===== src/rtl/core/vpdb_pkg.sv =====
package vpdb_pkg;

  // Position data formats, as written to the data_format register.
  typedef enum logic [3:0] {
    FMT_S8       = 4'd0,
    FMT_U8       = 4'd1,
    FMT_S16      = 4'd2,
    FMT_U16      = 4'd3,
    FMT_S32      = 4'd4,
    FMT_U32      = 4'd5,
    FMT_HALF     = 4'd6,
    FMT_FLOAT    = 4'd7,
    FMT_DOUBLE   = 4'd8,
    FMT_S2101010 = 4'd9,
    FMT_U2101010 = 4'd10
  } fmt_e;

  // Configuration register indexes.
  typedef enum logic [3:0] {
    CFG_DATA_FORMAT    = 4'd0,
    CFG_TWO_COMPONENTS = 4'd1,
    CFG_NORMALISE      = 4'd2,
    CFG_BOUNDS_ENABLE  = 4'd3
  } cfg_idx_e;

  // How a component is finished in the conversion pipeline.
  typedef enum logic [1:0] {
    KIND_SPEC = 2'd0,  // final bits already known
    KIND_INT  = 2'd1,  // integer magnitude, normalize and round
    KIND_RAT  = 2'd2,  // integer divided by 2^m-1, repeating fraction
    KIND_DBL  = 2'd3   // double precision, round to single
  } kind_e;

  // Width of the repeating block for a normalized narrow integer.
  typedef enum logic [1:0] {
    RW_8  = 2'd0,
    RW_16 = 2'd1,
    RW_9  = 2'd2,
    RW_10 = 2'd3
  } rw_e;

  localparam logic [31:0] F32_ONE         = 32'h3F80_0000;
  localparam logic [31:0] F32_QNAN        = 32'h7FC0_0000;
  localparam logic [31:0] F32_INF         = 32'h7F80_0000;
  localparam logic [31:0] F32_BOX_MIN     = 32'h5015_02F9;  // +1e10
  localparam logic [31:0] F32_BOX_MAX     = 32'hD015_02F9;  // -1e10
  localparam logic [31:0] F32_NEG_512_511 = 32'hBF80_4020;  // -512/511 rounded

  // Biased exponents for a leading one at bit 31 of an integer magnitude.
  localparam logic [7:0] E_INT        = 8'd158;
  localparam logic [7:0] E_INT_NORM32 = 8'd126;
  localparam logic [7:0] E_HALF_SUB   = 8'd134;
  localparam logic [7:0] E_RAT        = 8'd126;

  localparam logic [10:0] DBL_EXP_OVF  = 11'd1151;
  localparam logic [10:0] DBL_EXP_NORM = 11'd897;
  localparam logic [10:0] DBL_EXP_BIAS = 11'd896;
  localparam logic [10:0] DBL_EXP_SUB  = 11'd926;
  localparam logic [10:0] DBL_EXP_TINY = 11'd866;
  localparam logic [5:0]  DBL_SH_NORM  = 6'd29;
  localparam logic [5:0]  DBL_SH_MAX   = 6'd60;

  typedef struct packed {
    logic start;
    logic fold;
    logic ben;
  } ctrl_t;

  typedef struct packed {
    ctrl_t            ctrl;
    logic [3:0]       fmt;
    logic             norm;
    logic             two;
    logic [2:0][63:0] raw;
  } item_t;

  typedef struct packed {
    kind_e       kind;
    logic        sign;
    logic [31:0] spec;
    logic [31:0] mag;
    logic [7:0]  ebase;
    rw_e         rw;
    logic [10:0] de;
    logic [51:0] dm;
  } s1_t;

  typedef struct packed {
    kind_e       kind;
    logic        sign;
    logic [31:0] spec;
    logic [31:0] mag;
    rw_e         rw;
    logic [4:0]  lz;
    logic [7:0]  exp;
    logic [5:0]  shift;
    logic [51:0] dm;
  } s2_t;

  typedef struct packed {
    logic        is_spec;
    logic        sign;
    logic [31:0] spec;
    logic [7:0]  exp;
    logic [23:0] sig;
    logic        guard;
    logic        sticky;
  } s3_t;

endpackage


===== src/rtl/core/vpdb_front.sv =====
module vpdb_front (
  input  logic                clk_i,
  input  logic                rst_ni,
  input  logic                cfg_valid_i,
  output logic                cfg_ready_o,
  input  logic [3:0]          cfg_index_i,
  input  logic [31:0]         cfg_data_i,
  input  logic                in_valid_i,
  output logic                in_ready_o,
  input  logic                start_req_i,
  input  logic [63:0]         comp_x_raw_i,
  input  logic [63:0]         comp_y_raw_i,
  input  logic [63:0]         comp_z_raw_i,
  output logic                head_valid_o,
  output vpdb_pkg::item_t     head_o,
  input  logic                pop_i
);

  logic [3:0] fmt_q;
  logic       two_q;
  logic       norm_q;
  logic       ben_q;

  vpdb_pkg::item_t push_item;
  vpdb_pkg::item_t q_mem [2];
  logic            wr_ptr_q;
  logic            rd_ptr_q;
  logic [1:0]      cnt_q;
  logic            push;
  logic            pop;

  assign cfg_ready_o = 1'b1;

  always_ff @(posedge clk_i or negedge rst_ni) begin
    if (!rst_ni) begin
      fmt_q  <= vpdb_pkg::FMT_FLOAT;
      two_q  <= 1'b0;
      norm_q <= 1'b0;
      ben_q  <= 1'b1;
    end else if (cfg_valid_i) begin
      unique case (cfg_index_i)
        vpdb_pkg::CFG_DATA_FORMAT:    fmt_q  <= cfg_data_i[3:0];
        vpdb_pkg::CFG_TWO_COMPONENTS: two_q  <= cfg_data_i[0];
        vpdb_pkg::CFG_NORMALISE:      norm_q <= cfg_data_i[0];
        vpdb_pkg::CFG_BOUNDS_ENABLE:  ben_q  <= cfg_data_i[0];
        default: ;
      endcase
    end
  end

  // Classify the vertex and split a packed word into its three fields.
  always_comb begin
    push_item.ctrl.start = start_req_i;
    push_item.ctrl.fold  = (fmt_q <= vpdb_pkg::FMT_U2101010);
    push_item.ctrl.ben   = ben_q;
    push_item.fmt        = fmt_q;
    push_item.norm       = norm_q;
    push_item.two        = two_q;
    if (fmt_q == vpdb_pkg::FMT_S2101010 || fmt_q == vpdb_pkg::FMT_U2101010) begin
      push_item.raw[0] = {54'd0, comp_x_raw_i[9:0]};
      push_item.raw[1] = {54'd0, comp_x_raw_i[19:10]};
      push_item.raw[2] = {54'd0, comp_x_raw_i[29:20]};
    end else begin
      push_item.raw[0] = comp_x_raw_i;
      push_item.raw[1] = comp_y_raw_i;
      push_item.raw[2] = comp_z_raw_i;
    end
  end

  assign in_ready_o   = (cnt_q != 2'd2);
  assign head_valid_o = (cnt_q != 2'd0);
  assign push         = in_valid_i & in_ready_o;
  assign pop          = pop_i & head_valid_o;
  assign head_o       = q_mem[rd_ptr_q];

  always_ff @(posedge clk_i) begin
    if (push) begin
      q_mem[wr_ptr_q] <= push_item;
    end
  end

  always_ff @(posedge clk_i or negedge rst_ni) begin
    if (!rst_ni) begin
      wr_ptr_q <= 1'b0;
      rd_ptr_q <= 1'b0;
      cnt_q    <= 2'd0;
    end else begin
      if (push) begin
        wr_ptr_q <= ~wr_ptr_q;
      end
      if (pop) begin
        rd_ptr_q <= ~rd_ptr_q;
      end
      cnt_q <= cnt_q + {1'b0, push} - {1'b0, pop};
    end
  end

endmodule


===== src/rtl/core/vpdb_lane.sv =====
module vpdb_lane (
  input  logic        clk_i,
  input  logic        en_i,
  input  logic [3:0]  fmt_i,
  input  logic        norm_i,
  input  logic        zero_i,
  input  logic [63:0] raw_i,
  output logic [31:0] pos_o
);

  function automatic logic [4:0] lzc32(input logic [31:0] v);
    logic [4:0] n;
    n = 5'd0;
    for (int i = 0; i < 32; i++) begin
      if (v[i]) n = 5'(31 - i);
    end
    return n;
  endfunction

  function automatic logic [3:0] lzc16(input logic [15:0] v);
    logic [3:0] n;
    n = 4'd0;
    for (int i = 0; i < 16; i++) begin
      if (v[i]) n = 4'(15 - i);
    end
    return n;
  endfunction

  vpdb_pkg::s1_t s1_d, s1_q;
  vpdb_pkg::s2_t s2_d, s2_q;
  vpdb_pkg::s3_t s3_d, s3_q;
  logic [31:0]   pos_d, pos_q;

  // Unpack: sign, magnitude and the path that finishes the component.
  always_comb begin
    logic [31:0]       v32;
    logic [31:0]       mag;
    logic [31:0]       cmax;
    logic              sgn;
    logic              is_int;
    logic              is_signed;
    logic              narrow;
    vpdb_pkg::rw_e     rw;
    v32       = 32'd0;
    cmax      = 32'd0;
    is_int    = 1'b0;
    is_signed = 1'b0;
    narrow    = 1'b0;
    rw        = vpdb_pkg::RW_8;
    s1_d       = '0;
    s1_d.kind  = vpdb_pkg::KIND_SPEC;
    s1_d.ebase = vpdb_pkg::E_INT;
    s1_d.de    = raw_i[62:52];
    s1_d.dm    = raw_i[51:0];
    unique case (fmt_i)
      vpdb_pkg::FMT_S8: begin
        v32 = {{24{raw_i[7]}}, raw_i[7:0]};
        is_int = 1'b1; is_signed = 1'b1; narrow = 1'b1;
        cmax = 32'd255; rw = vpdb_pkg::RW_8;
      end
      vpdb_pkg::FMT_U8: begin
        v32 = {24'd0, raw_i[7:0]};
        is_int = 1'b1; narrow = 1'b1;
        cmax = 32'd255; rw = vpdb_pkg::RW_8;
      end
      vpdb_pkg::FMT_S16: begin
        v32 = {{16{raw_i[15]}}, raw_i[15:0]};
        is_int = 1'b1; is_signed = 1'b1; narrow = 1'b1;
        cmax = 32'd65535; rw = vpdb_pkg::RW_16;
      end
      vpdb_pkg::FMT_U16: begin
        v32 = {16'd0, raw_i[15:0]};
        is_int = 1'b1; narrow = 1'b1;
        cmax = 32'd65535; rw = vpdb_pkg::RW_16;
      end
      vpdb_pkg::FMT_S32: begin
        v32 = raw_i[31:0];
        is_int = 1'b1; is_signed = 1'b1;
      end
      vpdb_pkg::FMT_U32: begin
        v32 = raw_i[31:0];
        is_int = 1'b1;
      end
      vpdb_pkg::FMT_S2101010: begin
        v32 = {{22{raw_i[9]}}, raw_i[9:0]};
        is_int = 1'b1; is_signed = 1'b1; narrow = 1'b1;
        cmax = 32'd511; rw = vpdb_pkg::RW_9;
      end
      vpdb_pkg::FMT_U2101010: begin
        v32 = {22'd0, raw_i[9:0]};
        is_int = 1'b1; narrow = 1'b1;
        cmax = 32'd1023; rw = vpdb_pkg::RW_10;
      end
      vpdb_pkg::FMT_HALF: begin
        s1_d.sign = raw_i[15];
        if (raw_i[14:10] == 5'h1F) begin
          s1_d.spec = {raw_i[15], 8'hFF, raw_i[9:0], 13'd0};
        end else if (raw_i[14:10] == 5'd0) begin
          // A subnormal half is its mantissa times 2^-24, exact in single.
          if (raw_i[9:0] == 10'd0) begin
            s1_d.spec = {raw_i[15], 31'd0};
          end else begin
            s1_d.kind  = vpdb_pkg::KIND_INT;
            s1_d.mag   = {22'd0, raw_i[9:0]};
            s1_d.ebase = vpdb_pkg::E_HALF_SUB;
          end
        end else begin
          s1_d.spec = {raw_i[15], {3'd0, raw_i[14:10]} + 8'd112, raw_i[9:0], 13'd0};
        end
      end
      vpdb_pkg::FMT_FLOAT: begin
        s1_d.spec = raw_i[31:0];
      end
      vpdb_pkg::FMT_DOUBLE: begin
        s1_d.sign = raw_i[63];
        if (raw_i[62:52] == 11'h7FF) begin
          s1_d.spec = (raw_i[51:0] != 52'd0) ? vpdb_pkg::F32_QNAN
                                             : {raw_i[63], vpdb_pkg::F32_INF[30:0]};
        end else if (raw_i[62:52] == 11'd0) begin
          s1_d.spec = {raw_i[63], 31'd0};
        end else if (raw_i[62:52] >= vpdb_pkg::DBL_EXP_OVF) begin
          s1_d.spec = {raw_i[63], vpdb_pkg::F32_INF[30:0]};
        end else begin
          s1_d.kind = vpdb_pkg::KIND_DBL;
        end
      end
      default: ;
    endcase

    sgn = is_signed & v32[31];
    mag = sgn ? (~v32 + 32'd1) : v32;
    if (is_int) begin
      s1_d.sign = sgn;
      s1_d.mag  = mag;
      s1_d.rw   = rw;
      if (mag == 32'd0) begin
        s1_d.spec = 32'd0;
      end else if (norm_i && narrow) begin
        if (mag == cmax) begin
          s1_d.spec = {sgn, vpdb_pkg::F32_ONE[30:0]};
        end else if (fmt_i == vpdb_pkg::FMT_S2101010 && mag == 32'd512) begin
          s1_d.spec = vpdb_pkg::F32_NEG_512_511;
        end else begin
          s1_d.kind  = vpdb_pkg::KIND_RAT;
          s1_d.ebase = vpdb_pkg::E_RAT;
        end
      end else begin
        s1_d.kind  = vpdb_pkg::KIND_INT;
        s1_d.ebase = norm_i ? vpdb_pkg::E_INT_NORM32 : vpdb_pkg::E_INT;
      end
    end
    if (zero_i) begin
      s1_d.kind = vpdb_pkg::KIND_SPEC;
      s1_d.spec = 32'd0;
    end
  end

  // Leading zero count, exponent and the double's right shift amount.
  always_comb begin
    logic [15:0] r16;
    logic [3:0]  l16;
    r16 = 16'd0;
    unique case (s1_q.rw)
      vpdb_pkg::RW_8:  r16 = {s1_q.mag[7:0], 8'd0};
      vpdb_pkg::RW_16: r16 = s1_q.mag[15:0];
      vpdb_pkg::RW_9:  r16 = {s1_q.mag[8:0], 7'd0};
      vpdb_pkg::RW_10: r16 = {s1_q.mag[9:0], 6'd0};
      default:         r16 = 16'd0;
    endcase
    l16 = lzc16(r16);

    s2_d.kind  = s1_q.kind;
    s2_d.sign  = s1_q.sign;
    s2_d.spec  = s1_q.spec;
    s2_d.mag   = s1_q.mag;
    s2_d.rw    = s1_q.rw;
    s2_d.dm    = s1_q.dm;
    s2_d.lz    = 5'd0;
    s2_d.exp   = 8'd0;
    s2_d.shift = vpdb_pkg::DBL_SH_NORM;
    unique case (s1_q.kind)
      vpdb_pkg::KIND_INT: begin
        s2_d.lz  = lzc32(s1_q.mag);
        s2_d.exp = s1_q.ebase - {3'd0, s2_d.lz};
      end
      vpdb_pkg::KIND_RAT: begin
        s2_d.lz  = {1'b0, l16};
        s2_d.exp = s1_q.ebase - {4'd0, l16};
      end
      vpdb_pkg::KIND_DBL: begin
        if (s1_q.de >= vpdb_pkg::DBL_EXP_NORM) begin
          s2_d.exp = 8'(s1_q.de - vpdb_pkg::DBL_EXP_BIAS);
        end else if (s1_q.de < vpdb_pkg::DBL_EXP_TINY) begin
          s2_d.shift = vpdb_pkg::DBL_SH_MAX;
        end else begin
          s2_d.shift = 6'(vpdb_pkg::DBL_EXP_SUB - s1_q.de);
        end
      end
      default: ;
    endcase
  end

  // Align the significand and collect guard and sticky bits.
  always_comb begin
    logic [31:0]  nm;
    logic [31:0]  rep;
    logic [15:0]  t16;
    logic [31:0]  t32;
    logic [17:0]  t18;
    logic [19:0]  t20;
    logic [116:0] ext;
    nm  = s2_q.mag << s2_q.lz;
    t16 = {s2_q.mag[7:0], s2_q.mag[7:0]} << s2_q.lz[2:0];
    t32 = {s2_q.mag[15:0], s2_q.mag[15:0]} << s2_q.lz[3:0];
    t18 = {s2_q.mag[8:0], s2_q.mag[8:0]} << s2_q.lz[3:0];
    t20 = {s2_q.mag[9:0], s2_q.mag[9:0]} << s2_q.lz[3:0];
    ext = {1'b1, s2_q.dm, 64'd0} >> s2_q.shift;
    // The fraction r/(2^m-1) is r's m-bit block repeated without end,
    // so after the leading one it is the rotated block repeated.
    unique case (s2_q.rw)
      vpdb_pkg::RW_8:  rep = {4{t16[15:8]}};
      vpdb_pkg::RW_16: rep = {2{t32[31:16]}};
      vpdb_pkg::RW_9:  rep = {t18[17:9], t18[17:9], t18[17:9], t18[17:13]};
      vpdb_pkg::RW_10: rep = {t20[19:10], t20[19:10], t20[19:10], t20[19:18]};
      default:         rep = 32'd0;
    endcase

    s3_d.is_spec = (s2_q.kind == vpdb_pkg::KIND_SPEC);
    s3_d.sign    = s2_q.sign;
    s3_d.spec    = s2_q.spec;
    s3_d.exp     = s2_q.exp;
    s3_d.sig     = 24'd0;
    s3_d.guard   = 1'b0;
    s3_d.sticky  = 1'b0;
    unique case (s2_q.kind)
      vpdb_pkg::KIND_INT: begin
        s3_d.sig    = nm[31:8];
        s3_d.guard  = nm[7];
        s3_d.sticky = |nm[6:0];
      end
      vpdb_pkg::KIND_RAT: begin
        s3_d.sig    = rep[31:8];
        s3_d.guard  = rep[7];
        s3_d.sticky = 1'b1;
      end
      vpdb_pkg::KIND_DBL: begin
        s3_d.sig    = ext[87:64];
        s3_d.guard  = ext[63];
        s3_d.sticky = |ext[62:0];
      end
      default: ;
    endcase
  end

  // Round to nearest even; a carry moves naturally into the exponent.
  always_comb begin
    logic        rnd;
    logic [30:0] body;
    rnd   = s3_q.guard & (s3_q.sticky | s3_q.sig[0]);
    body  = {s3_q.exp, s3_q.sig[22:0]} + {30'd0, rnd};
    pos_d = s3_q.is_spec ? s3_q.spec : {s3_q.sign, body};
  end

  always_ff @(posedge clk_i) begin
    if (en_i) begin
      s1_q  <= s1_d;
      s2_q  <= s2_d;
      s3_q  <= s3_d;
      pos_q <= pos_d;
    end
  end

  assign pos_o = pos_q;

endmodule


===== src/rtl/core/vpdb_box.sv =====
module vpdb_box (
  input  logic              clk_i,
  input  logic              rst_ni,
  input  logic              en_i,
  input  logic              valid_i,
  input  vpdb_pkg::ctrl_t   ctrl_i,
  input  logic [2:0][31:0]  pos_i,
  output logic              out_valid_o,
  output logic [2:0][31:0]  min_o,
  output logic [2:0][31:0]  max_o
);

  // Single precision a < b; false when either is NaN or both are zero.
  function automatic logic f32_lt(input logic [31:0] a, input logic [31:0] b);
    logic a_nan;
    logic b_nan;
    logic lt;
    a_nan = (a[30:23] == 8'hFF) && (a[22:0] != 23'd0);
    b_nan = (b[30:23] == 8'hFF) && (b[22:0] != 23'd0);
    if (a_nan || b_nan || (a[30:0] == 31'd0 && b[30:0] == 31'd0)) begin
      lt = 1'b0;
    end else if (a[31] != b[31]) begin
      lt = a[31];
    end else if (a[31]) begin
      lt = a[30:0] > b[30:0];
    end else begin
      lt = a[30:0] < b[30:0];
    end
    return lt;
  endfunction

  logic [2:0][31:0] box_min_q, box_max_q;
  logic [2:0][31:0] min_d, max_d;
  logic [2:0][31:0] min_q, max_q;
  logic             out_valid_q;

  always_comb begin
    logic [31:0] base_min;
    logic [31:0] base_max;
    for (int i = 0; i < 3; i++) begin
      base_min = ctrl_i.start ? vpdb_pkg::F32_BOX_MIN : box_min_q[i];
      base_max = ctrl_i.start ? vpdb_pkg::F32_BOX_MAX : box_max_q[i];
      min_d[i] = (ctrl_i.fold && f32_lt(pos_i[i], base_min)) ? pos_i[i] : base_min;
      max_d[i] = (ctrl_i.fold && f32_lt(base_max, pos_i[i])) ? pos_i[i] : base_max;
      if (!ctrl_i.ben) begin
        min_d[i] = 32'd0;
        max_d[i] = 32'd0;
      end
    end
  end

  always_ff @(posedge clk_i or negedge rst_ni) begin
    if (!rst_ni) begin
      out_valid_q <= 1'b0;
      box_min_q   <= {3{vpdb_pkg::F32_BOX_MIN}};
      box_max_q   <= {3{vpdb_pkg::F32_BOX_MAX}};
    end else if (en_i) begin
      out_valid_q <= valid_i;
      if (valid_i) begin
        box_min_q <= min_d;
        box_max_q <= max_d;
      end
    end
  end

  always_ff @(posedge clk_i) begin
    if (en_i && valid_i) begin
      min_q <= min_d;
      max_q <= max_d;
    end
  end

  assign out_valid_o = out_valid_q;
  assign min_o       = min_q;
  assign max_o       = max_q;

endmodule


===== src/rtl/core/vertex_position_decode_bounds_unit.sv =====
// Vertex position decode and bounding box unit. Each input transaction carries
// the raw x, y and z components of one vertex; the block converts them to
// single precision according to the data_format register (signed or unsigned
// 8, 16 and 32 bit integers, half, float, double, and the packed 2_10_10_10
// formats, whose word arrives in comp_x_raw_i), optionally normalizes integer
// formats with correct rounding, folds the vertex into a running box, and
// returns the box after that vertex as one output transaction. start_req_i
// reloads the box to +1e10 / -1e10 before the vertex is folded, and with
// bounds_enable cleared every output is zero. The block sustains one vertex
// per clock cycle while the output is not stalled; each result passes
// through the two-entry input queue, the four-stage conversion pipeline
// (unpack, leading-zero count, align, round) and the output register that
// also updates the box. A stall at the output holds the conversion pipeline,
// while the queue keeps taking transactions until full. Configuration
// writes are always accepted and take effect on the next vertex taken into
// the queue.
module vertex_position_decode_bounds_unit (
  input  logic        clk_i,
  input  logic        rst_ni,
  input  logic        cfg_valid_i,
  output logic        cfg_ready_o,
  input  logic [3:0]  cfg_index_i,
  input  logic [31:0] cfg_data_i,
  input  logic        in_valid_i,
  output logic        in_ready_o,
  input  logic        start_req_i,
  input  logic [63:0] comp_x_raw_i,
  input  logic [63:0] comp_y_raw_i,
  input  logic [63:0] comp_z_raw_i,
  output logic        out_valid_o,
  input  logic        out_ready_i,
  output logic [31:0] min_x_o,
  output logic [31:0] min_y_o,
  output logic [31:0] min_z_o,
  output logic [31:0] max_x_o,
  output logic [31:0] max_y_o,
  output logic [31:0] max_z_o
);

  logic             head_valid;
  vpdb_pkg::item_t  head;
  logic             adv;
  logic [3:0]       pv_q;
  vpdb_pkg::ctrl_t  pc_q [4];
  logic [2:0][31:0] pos;
  logic [2:0][31:0] box_min;
  logic [2:0][31:0] box_max;

  // The whole conversion pipeline moves whenever the output register can
  // take a new result.
  assign adv = ~out_valid_o | out_ready_i;

  vpdb_front u_front (
    .clk_i        (clk_i),
    .rst_ni       (rst_ni),
    .cfg_valid_i  (cfg_valid_i),
    .cfg_ready_o  (cfg_ready_o),
    .cfg_index_i  (cfg_index_i),
    .cfg_data_i   (cfg_data_i),
    .in_valid_i   (in_valid_i),
    .in_ready_o   (in_ready_o),
    .start_req_i  (start_req_i),
    .comp_x_raw_i (comp_x_raw_i),
    .comp_y_raw_i (comp_y_raw_i),
    .comp_z_raw_i (comp_z_raw_i),
    .head_valid_o (head_valid),
    .head_o       (head),
    .pop_i        (adv)
  );

  // One conversion lane per component; only z is forced to zero when the
  // position has two components.
  for (genvar g = 0; g < 3; g++) begin : g_lane
    vpdb_lane u_lane (
      .clk_i  (clk_i),
      .en_i   (adv),
      .fmt_i  (head.fmt),
      .norm_i (head.norm),
      .zero_i ((g == 2) && head.two),
      .raw_i  (head.raw[g]),
      .pos_o  (pos[g])
    );
  end

  // Valid bits and per-vertex control travel alongside the lanes.
  always_ff @(posedge clk_i or negedge rst_ni) begin
    if (!rst_ni) begin
      pv_q <= 4'd0;
    end else if (adv) begin
      pv_q <= {pv_q[2:0], head_valid};
    end
  end

  always_ff @(posedge clk_i) begin
    if (adv) begin
      pc_q[0] <= head.ctrl;
      for (int k = 1; k < 4; k++) begin
        pc_q[k] <= pc_q[k-1];
      end
    end
  end

  vpdb_box u_box (
    .clk_i       (clk_i),
    .rst_ni      (rst_ni),
    .en_i        (adv),
    .valid_i     (pv_q[3]),
    .ctrl_i      (pc_q[3]),
    .pos_i       (pos),
    .out_valid_o (out_valid_o),
    .min_o       (box_min),
    .max_o       (box_max)
  );

  assign min_x_o = box_min[0];
  assign min_y_o = box_min[1];
  assign min_z_o = box_min[2];
  assign max_x_o = box_max[0];
  assign max_y_o = box_max[1];
  assign max_z_o = box_max[2];

endmodule


===== config.mk =====
export PLATFORM = sky130hd
export DESIGN_NAME = vertex_position_decode_bounds_unit
export DESIGN_NICKNAME = d
export VERILOG_FILES = /design/src/rtl/core/vpdb_pkg.sv /design/src/rtl/core/vpdb_front.sv /design/src/rtl/core/vpdb_lane.sv /design/src/rtl/core/vpdb_box.sv /design/src/rtl/core/vertex_position_decode_bounds_unit.sv
export SDC_FILE = /design/constraint.sdc
export NUM_CORES = 2
export LEC_CHECK = 0
export BUFFER_PORTS_ARGS = -buffer_cell sky130_fd_sc_hd__buf_2
export CORE_ASPECT_RATIO = 1.5
export CORE_UTILIZATION = 40
export CTS_CLUSTER_SIZE = 25
export DETAILED_ROUTE_END_ITERATION = 6
export HOLD_SLACK_MARGIN = 0.15
export PLACE_DENSITY_LB_ADDON = 0.2
export SYNTH_ARGS = -nofsm -noshare
export SYNTH_HDL_FRONTEND = slang
export SYNTH_HIERARCHICAL = 1
export SYNTH_SLANG_ARGS = --single-unit

===== constraint.sdc =====
create_clock -name clk_i -period 13.28 [get_ports clk_i]
set_input_delay 1.328 -clock clk_i [delete_from_list [all_inputs] [get_ports clk_i]]
set_output_delay 1.328 -clock clk_i [all_outputs]
set_load 0.02 [all_outputs]

[Word-level counts from Yosys, hierarchy flattened]
Memory sizes are Yosys's and may differ from the RTL's.
Index checks and enable logic that the tools add are counted.
W data, S select, Z words.
Storage, ports and cells
  bits in registers: 1529
  memory bits (writable): 414
  output and inout bits: 195
  memories kept: 2
Memories
  u_front.q_mem: words 2, width 201, read ports 1, clocked after Yosys merged registers in 0, write ports 1, line vpdb_front.sv:25  | vpdb_pkg::item_t q_mem [2];
  pc_q: words 4, width 3, read ports 4, clocked after Yosys merged registers in 0, write ports 4, line vertex_position_decode_bounds_unit.sv:44  | vpdb_pkg::ctrl_t pc_q [4];
Cells by class
  add/subtract/negate cells: 23
  $lt $le $gt $ge: 22
  eq/ne operators: 67
  shift operators: 18
  muxes and demuxes: 320
  bitwise operators: 21
  reduce and logical (&&, ||, !) cells: 103
Operators by type and width (number)
  $mux W32: 57
  $pmux W32 S7: 3
  $mux W5: 99
  $pmux W31 S4: 3
  $shr A117 B6 Y87: 3
  $pmux W32 S3: 3
  $logic_not A31 Y1: 9
  $pmux W16 S4: 4
  $mux W40: 6
  $mux W77: 3
  $pmux W25 S3: 3
  $reduce_bool A23 Y1: 9
  $mux W192: 1
  $mux W4: 48
  $reduce_or A63 Y1: 3
  $gt A31 B31 Y1: 6
  $lt A31 B31 Y1: 6
  $reduce_bool A52 Y1: 3
  $mux W8: 16
  $mux W18: 6
  $add A32 B1 Y32 const B: 3
  $eq A32 B10 Y1 const B: 3
  $logic_not A32 Y1: 3
  $not A32 Y32: 3
  55 further kinds: 271

[Longest topological paths before layout]
  depth in word-level cells: 35
  gate-level depth with buffers: 22
  mapped depth without buffers: 15

[By module]
Netlist, hierarchy kept.
By module, submodules not included
  vpdb_box: times used 1, cells each 2701, area each 25217.9 um^2, sequential area each 10689.0 um^2
  vpdb_lane at g_lane[1].u_lane: times used 1, cells each 2093, area each 22341.4 um^2, sequential area each 11200.7 um^2
  vpdb_lane at g_lane[2].u_lane: times used 1, cells each 2056, area each 22295.1 um^2, sequential area each 11200.7 um^2
  vpdb_lane at g_lane[0].u_lane: times used 1, cells each 1964, area each 21958.6 um^2, sequential area each 11200.7 um^2
  vpdb_front: times used 1, cells each 876, area each 16338.2 um^2, sequential area each 12351.8 um^2
  vertex_position_decode_bounds_unit: times used 1, cells each 23, area each 549.3 um^2, sequential area each 460.4 um^2

[Least setup slack after synthesis]
Ideal clock, no wire load.
  path type: in2reg
  start: input port out_ready_i
  end: register u_box/box_min_q[16] (netlist bit)
  arrival time: 14.220 ns
  path slack: -1.240 ns
  stages: 7
  buffers on the path: 3
  cell sequence: nand2b_4 -> buf_6 -> nand2_1 -> inv_2 -> clkbuf_1 -> buf_1 -> a211oi_1
Between the ends
  cells in the longest elaborated chain, start to end: 2
Ends and longest elaborated chain
  start, declared: line vertex_position_decode_bounds_unit.sv:31  | input logic out_ready_i,
  $or A1 B1 Y1: line vertex_position_decode_bounds_unit.sv:51  | assign adv = ~out_valid_o | out_ready_i;
  net adv: line vertex_position_decode_bounds_unit.sv:42  | logic adv;
  $reduce_and A2 Y1 (no source line)
  end signal, assigned: line vpdb_box.sv:55  | box_min_q <= {3{vpdb_pkg::F32_BOX_MIN}};
  end signal, assigned: line vpdb_box.sv:60  | box_min_q <= min_d;
  end, declared: line vpdb_box.sv:32  | logic [2:0][31:0] box_min_q, box_max_q;
The timed path passes the listed nets, and every way through them passes these cells.
A chain may end at the register's enable or synchronous reset.

==> summary.md <==
| Metric | Value |
|---|---|
| Outcome | `completed` |
| Switching power total | `16500 uW` |
| Total GRT Usage | `27.6%` |
| DR DRC count | `0` |
| Tightest Pin Transition | `1.33 ns` |
| Arr. time, crit path | `6.88 ns` |
| Post-CTS Resized | `0` |
| Startpoint types | `register` |
| Commonest non-fill, non-tap cell in the layout | `edfxtp_1` |
| Peak VDD IR | `0.000144 V` |
| Initial Util | `40.2%` |
| Post-CTS Setup Bufs | `0` |
| Hold_ws | `0.353 ns` |
| Nets@finish | `10221` |
| Global-route wire length before repair | `556000 um` |
| Clock share of power | `16.1%` |
| Placer congestion estimate | `0.980` |
| Clock sinks | `1933` |
| Most used cell, CP | `nand2_1` |
| Cts hold-fix bufs | `0` |
| Root Driver | `clkbuf_16` |
| Detailed placement HPWL | `293000 um` |
| Antenna-violating nets left | `0` |
| Ranking of synthesized cells by area | `edfxtp_1 48%, mux2_2 3.9%, mux4_2 3.6%, nand2_1 3.4%, dfrtp_1 3.0%` |
| Post-synth top area share | `47.7%` |
| Crit share post-route | `47.4%` |
| Ys async rst share | `10.8%` |
| CP max FO | `120` |
| Vias in the first global route | `79925` |
| Longest Clk Path Bufs | `4` |
| Critical-path cell list | `buf_12 -> mux2_2 -> nor4_2 -> nand2_1 -> nand2_1 -> nor4b_1 -> and2_1 -> mux2i_1 -> o2111ai_1 -> nor4_4 -> a21boi_1 -> o31a_1` |
| Syn-to-layout area delta | `10.5%` |
| Num CTS Buffers | `196` |
| Vias per cell | `6.11` |
| DR WL/cell | `28.8 um` |
| Layout fillers | `25219` |
| Syn avg cell area | `11.2 um^2` |
| Post-synth EDFFs | `1725` |
| Critical path's largest stage delay | `1.08 ns` |
| Height of the die | `640 um` |
| Setup_tns | `0 ns` |
| Commonest non-fill, non-tap cells in the layout | `1725 x edfxtp_1, 992 x nand2_1, 580 x nor2_1, 547 x a21oi_1, 543 x o21ai_0` |
| Pwr dens | `297 nW/um^2` |
| Maximum clock frequency | `0.159 GHz` |
| Worst Setup End Kind | `register` |
| Dominant cell type by area after synthesis | `edfxtp_1` |
| Mapped Area | `109000 um^2` |
| Max Cap Viol | `0` |
| Final setup vio count | `0` |
| LEAKAGE | `0.0441 uW` |
| Reg clk slew, reported paths | `0.07 ns` |
| Fin crit period | `6.30 ns` |
| Largest net degree at the start of global routing | `142` |
| Yosys reg bits | `1933` |
| Ys Warns | `6` |
| Min-Delay Path Class | `reg -> reg` |
| Initial antenna violation count | `25` |
| Total wire length | `388000 um` |
| Vias | `82458` |
| Int Pwr | `19200 uW` |
| Core box area | `271000 um^2` |
| Top Ports | `429` |
| Multi-input logic area | `48000 um^2` |
| CP required | `13.86 ns` |
| Die area | `274000 um^2` |
| Comb pwr share | `49.0%` |
| Hold Vio Cnt, Final | `0` |
| Slew Viols, Final | `0` |
| Synth unique cells | `144` |
| Main synth FF type | `edfxtp_1` |
| Port bufs | `399` |
| Htree depth | `4` |
| Post-synthesis sequential area ratio | `52.5%` |
| Starting DRT DRC Count | `8339` |
| RSZ-0062 raised after global routing | `false` |
| # rows | `234` |
| CP Class | `reg -> reg` |
| Layout cells sized above 1 | `17.6%` |
| Die width | `428 um` |
| Worst-Skew Late Latency | `0.90 ns` |
| Worst relative slew slack | `10.2%` |
| Critical path's slowest cell | `nor4b_1` |
| Synth Instances | `9713` |
| Setup Skew | `0.0765 ns` |
| Switch share | `46.1%` |
| Sequential Power Share | `35.0%` |
| CTS tree | `done` |
| Register Area | `57100 um^2` |
| Global route total overflow | `0` |
| TritonRoute pass-1 iters | `7` |
-- registers in the layout, summed over array words and instances (netlist names), 2 cells and up --
signal / count
g_lane.u_lane/s2_q: 417
g_lane.u_lane/s1_q: 405
pv_q: 4
u_front/fmt_q: 4
g_lane.u_lane/pos_o: 96
u_box/box_max_q: 96
u_front/cnt_q: 2
u_box/max_o: 96
u_front/q_mem: 402
pc_q: 12
g_lane.u_lane/s3_q: 201
u_box/box_min_q: 96
u_box/min_o: 96
-- logic make-up (layout without fill, tap and decap cells) --
group	Yosys count	after routing	synth area share, %
XOR/XNOR	169	169	1.38
other	2	34	0.00691
buffers and inverters	912	1121	3.51
AND/OR/NAND/NOR	3215	3215	14.9
multiplexers	855	855	10.3
AO/OA/AOI/OAI	2417	2417	15.0
flip-flops	1933	1933	52.5
adder cells (fa/ha/maj)	210	210	2.41
-- power by group through the flow --
stage | Clock (uW) | Sequential (uW) | Combinational (uW)
final | 5730 | 12500 | 17500
after global routing | 6080 | 12700 | 18600
after CTS | 5880 | 12500 | 17300
after detailed placement | 0 | 12600 | 17200
after global placement | 0 | 12500 | 17200
after floorplan | 0 | 12000 | 11200
-- through the flow --
| stage | instances | worst slack, ns | cell area, um^2 | total power, uW | util (%) |
|---|---|---|---|---|---|
| 2_1_floorplan | 9721 | 0.200 | 109000 | 23200 | - |
| 3_3_place_gp | 13124 | 7.23 | 113000 | 29700 | 41.9 |
| 3_5_place_dp | 13124 | 7.16 | 113000 | 29800 | 41.9 |
| 4_1_cts | 13470 | 7.07 | 120000 | 35600 | 44.4 |
| 5_1_grt | 13483 | 6.86 | 120000 | 37500 | 44.4 |
| 6_report | 13494 | 6.98 | 120000 | 35700 | 44.4 |
-- worst max-delay path: cells and delay by family (launching register included) --
kind	cells	cell delay, ns
simple gates	6	3.06
mux	2	0.87
flops	1	0.72
compound gates	3	0.64
buf+inv	1	0.58
-- routing by layer --
layer  GRT usage (%)  share of wire (%)  wire length, um
met1            33.7                 39           151000
met2            47.4                 49           191000
met3            3.08                5.5            21400
met4            14.8                6.3            24500
met5               0             0.0085               33
-- final cells by class --
type                    instances  share of cell area [%]
clock buffers                 229                    4.26
well taps                    3540                    3.69
diodes                         24                  0.0500
clock inverters               117                    1.22
inverters                     239                   0.755
multi-input cells            6876                    39.9
flip-flops and latches       1933                    47.5
repair buffers                536                    2.55
-- synth_stat cells, drive strengths merged (158+ instances only) --
library cell and number:
a21oi 553, and2 297, buf 221, clkbuf 452, edfxtp 1725, ha 205, inv 237, mux2 393
mux2i 290, mux4 172, nand2 993, nand3 241, nor2 584, nor3 214, nor4 158, o21ai 569
-- path summary, 6_finish.rpt --
check / endpoint / from / slack, ns / cells after the start
min in group asynchronous: u_box/box_max_q[8] / rst_ni / 0.45 / 1
worst max-delay path: g_lane[1].u_lane/s1_q[138] / u_front/rd_ptr_q / 6.98 / 12
worst min-delay path: g_lane[1].u_lane/s3_q[42] / g_lane[1].u_lane/s2_q[113] / 0.35 / 0
worst min register to register: g_lane[1].u_lane/s3_q[42] / g_lane[1].u_lane/s2_q[113] / 0.35 / 0
max in group asynchronous: u_box/box_max_q[72] / rst_ni / 11.23 / 2
worst max register to register: g_lane[1].u_lane/s1_q[138] / u_front/rd_ptr_q / 6.98 / 12
No activity file was read; power rests on OpenSTA's default activity.
